**src/rtl/eau_pkg.sv**
```systemverilog
// Types and constants shared by the extended arithmetic unit modules.
package eau_pkg;

   localparam int WordW = 16;
   localparam int IdxW = 3;
   localparam int DivSteps = 2 * WordW;
   localparam int CntW = $clog2(DivSteps);
   localparam int ShCntW = 6;

   localparam logic FUNC_READ = 1'b0;
   localparam logic FUNC_WRITE = 1'b1;

   localparam logic [IdxW-1:0] IDX_DIV = 3'd0;
   localparam logic [IdxW-1:0] IDX_AC = 3'd1;
   localparam logic [IdxW-1:0] IDX_MQ = 3'd2;
   localparam logic [IdxW-1:0] IDX_MUL = 3'd3;
   localparam logic [IdxW-1:0] IDX_SHIFT_A = 3'd6;
   localparam logic [IdxW-1:0] IDX_SHIFT_B = 3'd7;

   localparam logic [ShCntW:0] SHIFT_SPAN = 7'd64;

   typedef struct packed {
      logic capture;
      logic div_step;
      logic div_finish;
   } cmd_type;

   typedef struct packed {
      logic divisor_nonzero;
   } stat_type;

endpackage

```
**src/rtl/eau_ctrl.sv**
```systemverilog
// Controller: item handshake, divide sequencing and result valid.
module eau_ctrl (
   input  logic                      clock,
   input  logic                      reset,
   input  logic                      req_valid,
   output logic                      req_ready,
   input  logic                      req_func,
   input  logic [eau_pkg::IdxW-1:0]  req_reg_index,
   output logic                      rsp_valid,
   input  logic                      rsp_ready,
   output eau_pkg::cmd_type          cmd,
   input  eau_pkg::stat_type         stat
);
   import eau_pkg::*;

   typedef enum logic [1:0] {
      ST_IDLE,
      ST_DIV,
      ST_FIX
   } state_type;

   state_type       state_ff;
   logic [CntW-1:0] cnt_ff;
   logic            rsp_valid_ff;
   logic            accept;
   logic            start_div;

   assign req_ready = (state_ff == ST_IDLE) && (!rsp_valid_ff || rsp_ready);
   assign accept = req_valid && req_ready;
   assign start_div = accept && (req_func == FUNC_WRITE) && (req_reg_index == IDX_DIV)
                      && stat.divisor_nonzero;
   assign rsp_valid = rsp_valid_ff;

   assign cmd.capture = accept;
   assign cmd.div_step = (state_ff == ST_DIV);
   assign cmd.div_finish = (state_ff == ST_FIX);

   always_ff @(posedge clock) begin
      if (reset) begin
         state_ff <= ST_IDLE;
         cnt_ff <= '0;
         rsp_valid_ff <= 1'b0;
      end else begin
         rsp_valid_ff <= accept || (rsp_valid_ff && !rsp_ready);
         case (state_ff)
            ST_IDLE: begin
               cnt_ff <= '0;
               if (start_div) begin
                  state_ff <= ST_DIV;
               end
            end
            ST_DIV: begin
               cnt_ff <= cnt_ff + 1'b1;
               if (cnt_ff == CntW'(DivSteps - 1)) begin
                  state_ff <= ST_FIX;
               end
            end
            ST_FIX: begin
               state_ff <= ST_IDLE;
            end
            default: begin
               state_ff <= ST_IDLE;
            end
         endcase
      end
   end

endmodule

```
**src/rtl/eau_dp.sv**
```systemverilog
// Datapath: AC and MQ registers, multiplier, shifter and radix-2 divider.
module eau_dp (
   input  logic                      clock,
   input  logic                      reset,
   input  eau_pkg::cmd_type          cmd,
   output eau_pkg::stat_type         stat,
   input  logic                      req_func,
   input  logic [eau_pkg::IdxW-1:0]  req_reg_index,
   input  logic [eau_pkg::WordW-1:0] req_write_data,
   output logic [eau_pkg::WordW-1:0] rsp_read_data
);
   import eau_pkg::*;

   logic [WordW-1:0]   ac_ff, ac_in;
   logic [WordW-1:0]   mq_ff, mq_in;
   logic [WordW-1:0]   rd_ff, rd_in;
   logic [WordW-1:0]   rem_ff, rem_in;
   logic [2*WordW-1:0] quo_ff, quo_in;
   logic [WordW-1:0]   dvs_ff, dvs_in;
   logic               qneg_ff, qneg_in;
   logic               rneg_ff, rneg_in;

   logic [2*WordW-1:0] joined;
   logic [2*WordW-1:0] dvd_mag;
   logic [2*WordW-1:0] product;
   logic [2*WordW-1:0] sh_arith;
   logic [2*WordW-1:0] shifted;
   logic [ShCntW-1:0]  sh_cnt;
   logic [ShCntW-1:0]  sh_right;
   logic [WordW:0]     trial;
   logic [WordW:0]     diff;
   logic [2*WordW-1:0] quo_fix;
   logic [WordW-1:0]   rem_fix;
   logic               dneg;
   logic               sneg;

   assign stat.divisor_nonzero = (req_write_data != '0);
   assign rsp_read_data = rd_ff;

   assign joined = {ac_ff, mq_ff};
   assign dneg = joined[2*WordW-1];
   assign sneg = req_write_data[WordW-1];
   assign dvd_mag = dneg ? (~joined + 1'b1) : joined;
   assign product = $signed(mq_ff) * $signed(req_write_data);

   assign sh_cnt = req_write_data[ShCntW-1:0];
   assign sh_right = ShCntW'(SHIFT_SPAN - {1'b0, sh_cnt});
   assign sh_arith = $signed(joined) >>> sh_right;
   assign shifted = sh_cnt[ShCntW-1] ? sh_arith : (joined << sh_cnt[ShCntW-2:0]);

   assign trial = {rem_ff, quo_ff[2*WordW-1]};
   assign diff = trial - {1'b0, dvs_ff};
   assign quo_fix = qneg_ff ? (~quo_ff + 1'b1) : quo_ff;
   assign rem_fix = rneg_ff ? (~rem_ff + 1'b1) : rem_ff;

   always_comb begin
      ac_in = ac_ff;
      mq_in = mq_ff;
      rd_in = rd_ff;
      rem_in = rem_ff;
      quo_in = quo_ff;
      dvs_in = dvs_ff;
      qneg_in = qneg_ff;
      rneg_in = rneg_ff;
      if (cmd.capture) begin
         rd_in = '0;
         if (req_func == FUNC_READ) begin
            if (req_reg_index == IDX_AC) begin
               rd_in = ac_ff;
            end else if (req_reg_index == IDX_MQ) begin
               rd_in = mq_ff;
            end
         end else begin
            case (req_reg_index)
               IDX_DIV: begin
                  if (req_write_data == '0) begin
                     ac_in = '0;
                     mq_in = '0;
                  end
                  rem_in = '0;
                  quo_in = dvd_mag;
                  dvs_in = sneg ? (~req_write_data + 1'b1) : req_write_data;
                  qneg_in = dneg ^ sneg;
                  rneg_in = dneg;
               end
               IDX_AC: begin
                  ac_in = req_write_data;
               end
               IDX_MQ: begin
                  mq_in = req_write_data;
                  ac_in = {WordW{req_write_data[WordW-1]}};
               end
               IDX_MUL: begin
                  {ac_in, mq_in} = product;
               end
               IDX_SHIFT_A, IDX_SHIFT_B: begin
                  {ac_in, mq_in} = shifted;
               end
               default: begin
               end
            endcase
         end
      end else if (cmd.div_step) begin
         if (!diff[WordW]) begin
            rem_in = diff[WordW-1:0];
         end else begin
            rem_in = trial[WordW-1:0];
         end
         quo_in = {quo_ff[2*WordW-2:0], !diff[WordW]};
      end else if (cmd.div_finish) begin
         mq_in = quo_fix[WordW-1:0];
         ac_in = rem_fix;
      end
   end

   always_ff @(posedge clock) begin
      if (reset) begin
         ac_ff <= '0;
         mq_ff <= '0;
      end else begin
         ac_ff <= ac_in;
         mq_ff <= mq_in;
      end
   end

   always_ff @(posedge clock) begin
      rd_ff <= rd_in;
      rem_ff <= rem_in;
      quo_ff <= quo_in;
      dvs_ff <= dvs_in;
      qneg_ff <= qneg_in;
      rneg_ff <= rneg_in;
   end

endmodule

```
**src/rtl/extended_arithmetic_unit.sv**
```systemverilog
// Extended arithmetic unit: AC/MQ registers with multiply, divide and shift.
// Every item returns its result in the cycle after acceptance through an output register.
// Reads, loads, multiply and shift finish at once: one item per cycle while rsp_ready is high.
// A nonzero divide keeps req_ready low through 32 steps of the radix-2 subtractor and
// then the sign-correction state, so no new item is taken until the divide is done.
// Synchronous reset clears AC, MQ, the controller and the result valid.
module extended_arithmetic_unit (
   input  logic                      clock,
   input  logic                      reset,
   input  logic                      req_valid,
   output logic                      req_ready,
   input  logic                      req_func,
   input  logic [eau_pkg::IdxW-1:0]  req_reg_index,
   input  logic [eau_pkg::WordW-1:0] req_write_data,
   output logic                      rsp_valid,
   input  logic                      rsp_ready,
   output logic [eau_pkg::WordW-1:0] rsp_read_data
);
   import eau_pkg::*;

   cmd_type  cmd;
   stat_type stat;

   eau_ctrl u_ctrl (
      .clock         (clock),
      .reset         (reset),
      .req_valid     (req_valid),
      .req_ready     (req_ready),
      .req_func      (req_func),
      .req_reg_index (req_reg_index),
      .rsp_valid     (rsp_valid),
      .rsp_ready     (rsp_ready),
      .cmd           (cmd),
      .stat          (stat)
   );

   eau_dp u_dp (
      .clock          (clock),
      .reset          (reset),
      .cmd            (cmd),
      .stat           (stat),
      .req_func       (req_func),
      .req_reg_index  (req_reg_index),
      .req_write_data (req_write_data),
      .rsp_read_data  (rsp_read_data)
   );

endmodule

```
**config.mk**
```make
export PLATFORM = sky130hd
export DESIGN_NAME = extended_arithmetic_unit
export DESIGN_NICKNAME = d
export VERILOG_FILES = /design/src/rtl/eau_pkg.sv /design/src/rtl/eau_ctrl.sv /design/src/rtl/eau_dp.sv /design/src/rtl/extended_arithmetic_unit.sv
export SDC_FILE = /design/constraint.sdc
export NUM_CORES = 1
export LEC_CHECK = 0
export ABC_AREA = 1
export BUFFER_PORTS_ARGS = -buffer_cell sky130_fd_sc_hd__buf_2
export CELL_PAD_IN_SITES_DETAIL_PLACEMENT = 1
export CELL_PAD_IN_SITES_GLOBAL_PLACEMENT = 2
export CORE_ASPECT_RATIO = 0.7
export CORE_MARGIN = 4
export CORE_UTILIZATION = 38
export CTS_BUF_LIST = sky130_fd_sc_hd__clkbuf_16
export DETAILED_ROUTE_END_ITERATION = 8
export GPL_ROUTABILITY_DRIVEN = 1
export GPL_TIMING_DRIVEN = 0
export HOLD_SLACK_MARGIN = 0.06
export PLACE_DENSITY = 0.88
export RECOVER_POWER = 50
export SLEW_MARGIN = 20
export SYNTH_ARGS = -nofsm -noshare
export SYNTH_HDL_FRONTEND = slang
export SYNTH_SLANG_ARGS = --single-unit
```
**constraint.sdc**
```tcl
create_clock -name clock -period 6.75 [get_ports clock]
set_input_delay 0.3375 -clock clock [delete_from_list [all_inputs] [get_ports clock]]
set_output_delay 0.3375 -clock clock [all_outputs]
set_load 0.02 [all_outputs]
```
---- After elaboration in Yosys (flattened, before gate mapping) ----
Cells that the tools add are included.
operators by class
  magnitude comparators ................... 0
  multipliers ............................. 1
  bitwise operators ....................... 5
  shift operators ......................... 2
  reduce and logical (&&, ||, !) cells .... 24
  equal/unequal tests ..................... 16
  mux-type cells .......................... 31
  div/mod/pow operators ................... 0
  $add $sub $neg .......................... 7
operators with widths
  cell                   count
  $mux 16                18
  $mux 32                6
  $pmux 16 s5            1
  $pmux 16 s4            1
  $add 16x1->16 const B  3
  $not 16->16            3
  $add 32x1->32 const B  1
  $mul 16x16->32         1
  $not 32->32            1
  $shl 32x5->32          1
  $sshr 32x6->32         1
  $sub 17x16->17         1
  $logic_not 16->1       1
  $reduce_bool 16->1     1
  $mux 15                1
  $pmux 5 s2             1
  $reduce_and 5->1       2
  $eq 3x2->1 const B     2
  $eq 3x3->1 const B     2
  $logic_and 1x1->1      6
  $ne 2x1->1 const B     3
  $ne 6x2->1 const B     1
  $reduce_and 3->1       2
  $reduce_bool 2->1      3
  other kinds (18)       23
storage, ports and cells
  memories kept ........................... 0
  latch bits .............................. 0
  bits in writable memories ............... 0
  register bits ........................... 122
  word-level logic and storage cells ...... 98
  output and inout bits ................... 18
  memory bits (read-only) ................. 0
  input port bits ......................... 24

---- Logic depth before layout (Yosys ltp) ----
  depth after elaboration ................. 9
  depth in mapped cells ................... 33
  gate-level depth less buffers ........... 29

---- Modules after synthesis ----
A second synthesis with hierarchy kept.
second synthesis, totals
  cells, all modules ...................... 3364
  area total of the unflattened synthesis .. 22530.4 µm²
modules (own cells, without submodules)
  module    area an instance (µm²)  seq. area each (µm²)  cells an instance  times used
  eau_dp    22122.5                 3103.0                3308               1
  eau_ctrl  407.9                   160.2                 56                 1

---- Worst setup path before layout ----
No wires, ideal clock.
  kind .................................... input to register
  start point ............................. input port req_write_data[5] (netlist name)
  end point ............................... register u_dp.ac_ff[15]
  setup time .............................. 66 ps
  path slack .............................. 603 ps
  data required time ...................... 6684 ps
  data arrival time ....................... 6081 ps
  stages on the path ...................... 28
  path buffers ............................ 4
  path through ............................ clkbuf_1 buf_2 buf_2 buf_1 nand2_1 fa_1 inv_1 fa_1 fa_1 fa_1 fa_1 inv_1 fa_1 inv_1 ha_1 nand2_1 inv_1 nand2_1 nor2_1 and3_1 nand2_1 inv_1 nor2_1 nand2_1 nand3_1 nand2_1 nand2_1 a21oi_2
between the ends
  longest elaborated chain between the ends .. 6
  elaborated cells between the ends (all ways) .. 10
  those cells by class .................... 1 x add/sub; 1 x mul; 1 x eq/ne; 1 x shift; 4 x mux; 2 x reduce/logical
ends and longest elaborated chain
  item                                                    RTL line                        text
  start, declared                                         extended_arithmetic_unit.sv:14  input logic [eau_pkg::WordW-1:0] req_write_data,
  branches (longest 6 deep; another with $mul 16x16->32)  --
  end signal, assigned                                    eau_dp.sv:121                   ac_ff <= ac_in;
  end, declared                                           eau_dp.sv:14                    logic [WordW-1:0] ac_ff, ac_in;
Several ways; the timed one is not identified. The select of a mux whose other input is x is not followed.
A chain may end at the register's enable or synchronous reset.

---- Final worst setup path ----
  start point ............................. register u_dp.mq_ff[9]
  end point ............................... register u_dp.ac_ff[3]
between the ends
  longest elaborated chain between the ends .. 5
  elaborated cells between the ends (all ways) .. 7
  those cells by class .................... 1 x mul; 2 x shift; 4 x mux
ends and longest elaborated chain
  item                                                    RTL line       text
  start, declared                                         eau_dp.sv:15   logic [WordW-1:0] mq_ff, mq_in;
  start signal, assigned                                  eau_dp.sv:122  mq_ff <= mq_in;
  branches (longest 2 deep; another with $mul 16x16->32)  --
  $pmux 16 s5 *                                           eau_dp.sv:74   case (req_reg_index)
  $mux 16 *                                               eau_dp.sv:67   if (req_func == FUNC_READ) begin
  $mux 16 *                                               eau_dp.sv:65   if (cmd.capture) begin
Mark *: on every way between the ends. The select of a mux whose other input is x is not followed.

==> flow_summary.toml <==
[worst_hold_path]
hp-class = "primary input to register"

[floorplanning]
die_area_sq_um = 63180
die_w_um = 298.7
placementRows = 74
start_util_pct = 38.48
core_area_sq_um = 58420
die_height_um = 211.5
ioPinCount = 42

[synth]
synthCells = 3300
synth_top_area_cell = "fa_1"
synth_cell_types = 61
yosys_warnings = 0
yosys.area.top_type_share_pct = 23.42
synth_area_leaders = "fa_1 (23%), nand2_1 (14%), nand3_1 (11%)"
ys_seq_elements = 122
synth_nets = 3691
synth.avg_cell_area_sq_um = 6.813
ys_seq_area_share_pct = 14.51
syn_area_sq_um = 22480

[sta]
slew_violations = 0
period_minus_slack_ns = 6.711
worst_slew_pin_slew_ns = 1.428
rsz0062_at_grt = "yes"
worst_slew_margin_rel_pct = 4.811
maxClockFrequency_ghz = 0.1490
fin_ws_ns = 0.03943
finClkSkew_ns = 0.008569
timing.hold.ws_ns = 0.1645
final_hold_viol_count = 0
fin_crit_sh_pct = 99.42
timing.final.setup_violations = 0

[detailed_routing]
antenna_left = 0
drt_iter0_markers = 3149
wl_met3_um = 14950
vias = 24250
wl_met2_um = 43010
top_layer_used = "met5"
post-route-drc-count = 0
wl_per_cell_um = 26.95
firstDrtPassIters = 6
wl_um = 112000
via_per_inst = 5.834
wl_met1_um = 51950

[clocking]
clock-sinks = 122
cts_htree_levels = 4
cts_buffers = 17
clk_pin_slew_ns = 0.06
clock_tree.buffer_depth = 2
root_buffer = "clkbuf_16"
clk_latency_ns = 0.43
cts_tree = "yes"
postCtsHoldBufs = 0

[setup_path]
required_ns = 7.06
crit_fanout = 10
path_cells = "buf_8, clkbuf_4, nand2_1, fa_1, inv_1, fa_1, fa_1, fa_1, fa_1, inv_1, fa_1, inv_1, ha_1, nand2_1, inv_1, nand2_1, nor2_1, nand2_1, nand3_1, or2_2, nand3_1, nand3b_1, nand2_1, a21oi_1"
cpPeakStageDelay_ns = 0.65
crit_family = "adder cells"
slowest_stage = "fa_1"
path_common_cell = "fa_1"
start_kind = "register"
crit_buf_inv = 6
path_class = "register to register"
end_kind = "register"
worstPathArrival_ns = 7.02

[run]
cap_violations = 0

[finish]
layout.nets = 3736
fill_cells = 7593
areaGrowthSynthToFinish_pct = 9.661
final_area_sq_um = 24650
drive_above_1_share_pct = 7.534

[place]
gp_congestion = 1.019
place_area_sq_um = 23720
place_hpwl_um = 93740
port-buffer-count = 29
pre_cts_ws_ns = -1.489

[status]
status = "finished clean"

[global_routing]
grt_max_degree = 26
grt_pass1_vias = 24380
antenna_found_initial = 7
grt_pass1_wl_um = 164300
grt.total_usage_pct = 35.17
overflow = 0

[power_and_ir_drop]
p_leak_uw = 0.01268
power.density_nw_per_um2 = 381.7
ir_worst_vdd_v = 0.0004209
## what timing repair did
| item | in CTS | in global routing |
|---|---|---|
| pin swaps | 2 | 7 |
| gates cloned | 0 | 0 |
| buffers inserted | 3 | 2 |
| resized for setup | 108 | 95 |
| endpoints found under the setup margin | 22 | 18 |
| endpoints found under the hold margin | 0 | 0 |
## registers in the layout, summed over array words and instances, names as in the netlist
register	cells
u_dp.rneg_ff	1
u_ctrl.cnt_ff	5
u_dp.qneg_ff	1
u_dp.ac_ff	16
u_dp.mq_ff	16
u_ctrl.state_ff	2
u_dp.dvs_ff	16
u_dp.rsp_read_data	16
u_dp.quo_ff	32
u_dp.rem_ff	16
u_ctrl.rsp_valid	1
## cells by family (layout without fill, tap and decap cells)
family,Yosys count,in the layout,synth area share (%)
other,0,1,0
flip-flops,122,122,14.51
adder cells (fa/ha/maj),367,367,29.21
AO/OA/AOI/OAI,364,364,8.866
XOR/XNOR,55,55,2.210
buffers and inverters,773,831,13.40
AND/OR/NAND/NOR,1619,1619,31.81
## final cells by class
cell class | instances | area, sq um | share of cell area, %
multi-input combinational | 2405 | 16370 | 66.40
sequential | 122 | 3293 | 13.36
clock buffer | 17 | 425.4 | 1.726
inverter | 603 | 2275 | 9.227
clock inverter | 15 | 175.2 | 0.7105
buffer | 159 | 944.7 | 3.832
tap | 798 | 998.5 | 4.050
antenna | 1 | 2.502 | 0.01015
timing repair buffer | 37 | 170.2 | 0.6902
## cell usage in the layout (no fill, tap or decap), types with 9 or more instances in the layout
master	Yosys	final
nand2_2	5	9
edfxtp_1	82	82
inv_1	587	587
clkbuf_2	0	17
clkbuf_16	0	17
ha_1	104	94
nor3_1	32	29
o21ai_1	36	39
buf_1	46	18
nand3b_1	17	17
fa_1	263	257
a21oi_1	146	140
buf_6	4	11
dfxtp_1	40	28
buf_2	31	38
clkbuf_1	79	76
nand2_1	834	829
o21ai_0	124	120
buf_8	0	9
a21oi_2	19	22
buf_4	10	21
inv_2	11	10
nand4_1	36	36
nor2_1	154	152
nand3_1	499	496
o21bai_1	9	9
xor2_1	45	45
## where the power goes
group          internal (uW)  switching (uW)
registers                847            61.2
logic                   2400            5140
clock network            580             382
## cell usage after synthesis, drive strengths merged
library cell,n
a211oi,1
a21boi,2
a21o,6
a21oi,165
a22o,1
a311oi,1
a31oi,4
a32oi,1
and2,1
and3,3
buf,91
clkbuf,79
clkinv,4
dfxtp,40
edfxtp,82
fa,263
ha,104
inv,599
nand2,841
nand3,504
nand3b,19
nand4,37
nor2,162
nor3,36
nor3b,2
nor4,6
o211ai,8
o21ai,161
o21bai,9
o22ai,2
o31ai,3
or2,8
xnor2,9
xor2,46
## worst paths after layout
kind         depth (start not counted)  slack [ns]                           from                             to
max                                 24        0.04     u_dp.mq_ff[9]$_SDFFE_PP0P_     u_dp.ac_ff[3]$_SDFFE_PP0P_
min                                  2        0.16                          reset  u_ctrl.cnt_ff[4]$_SDFFE_PP0P_
max reg2reg                         24        0.04     u_dp.mq_ff[9]$_SDFFE_PP0P_     u_dp.ac_ff[3]$_SDFFE_PP0P_
min reg2reg                          2        0.48  u_ctrl.cnt_ff[4]$_SDFFE_PP0P_  u_ctrl.cnt_ff[4]$_SDFFE_PP0P_
## routing by layer
layer  track usage [%]  vias to the layer above
met3             11.27                      156
met2             48.05                     1341
met1             54.15                    12220
met5                 0                        -
met4             6.368                        4
li1                  -                    10530
## stage by stage
stage / cells / TNS, ns / util (%) / power, uW
after floorplan: 3300 / 0 / - / 5318
after global placement: 4127 / -39.27 / 40.44 / 7572
after detailed placement: 4130 / -23.10 / 40.59 / 7773
after CTS: 4160 / 0 / 42.05 / 8841
after global routing: 4156 / -0.03823 / 42.19 / 10120
final: 4157 / 0 / 42.20 / 9409
## worst register-to-register path, stage by stage (launching register included)
cell	delay, ns
dfxtp_4	0.42
buf_8	0.21
clkbuf_4	0.28
nand2_1	0.11
fa_1	0.52
inv_1	0.05
fa_1	0.52
fa_1	0.46
fa_1	0.52
fa_1	0.54
inv_1	0.06
fa_1	0.65
inv_1	0.08
ha_1	0.42
nand2_1	0.27
inv_1	0.08
nand2_1	0.14
nor2_1	0.08
nand2_1	0.07
nand3_1	0.08
or2_2	0.27
nand3_1	0.10
nand3b_1	0.35
nand2_1	0.21
a21oi_1	0.09
No activity file was read; power rests on OpenSTA's default activity.
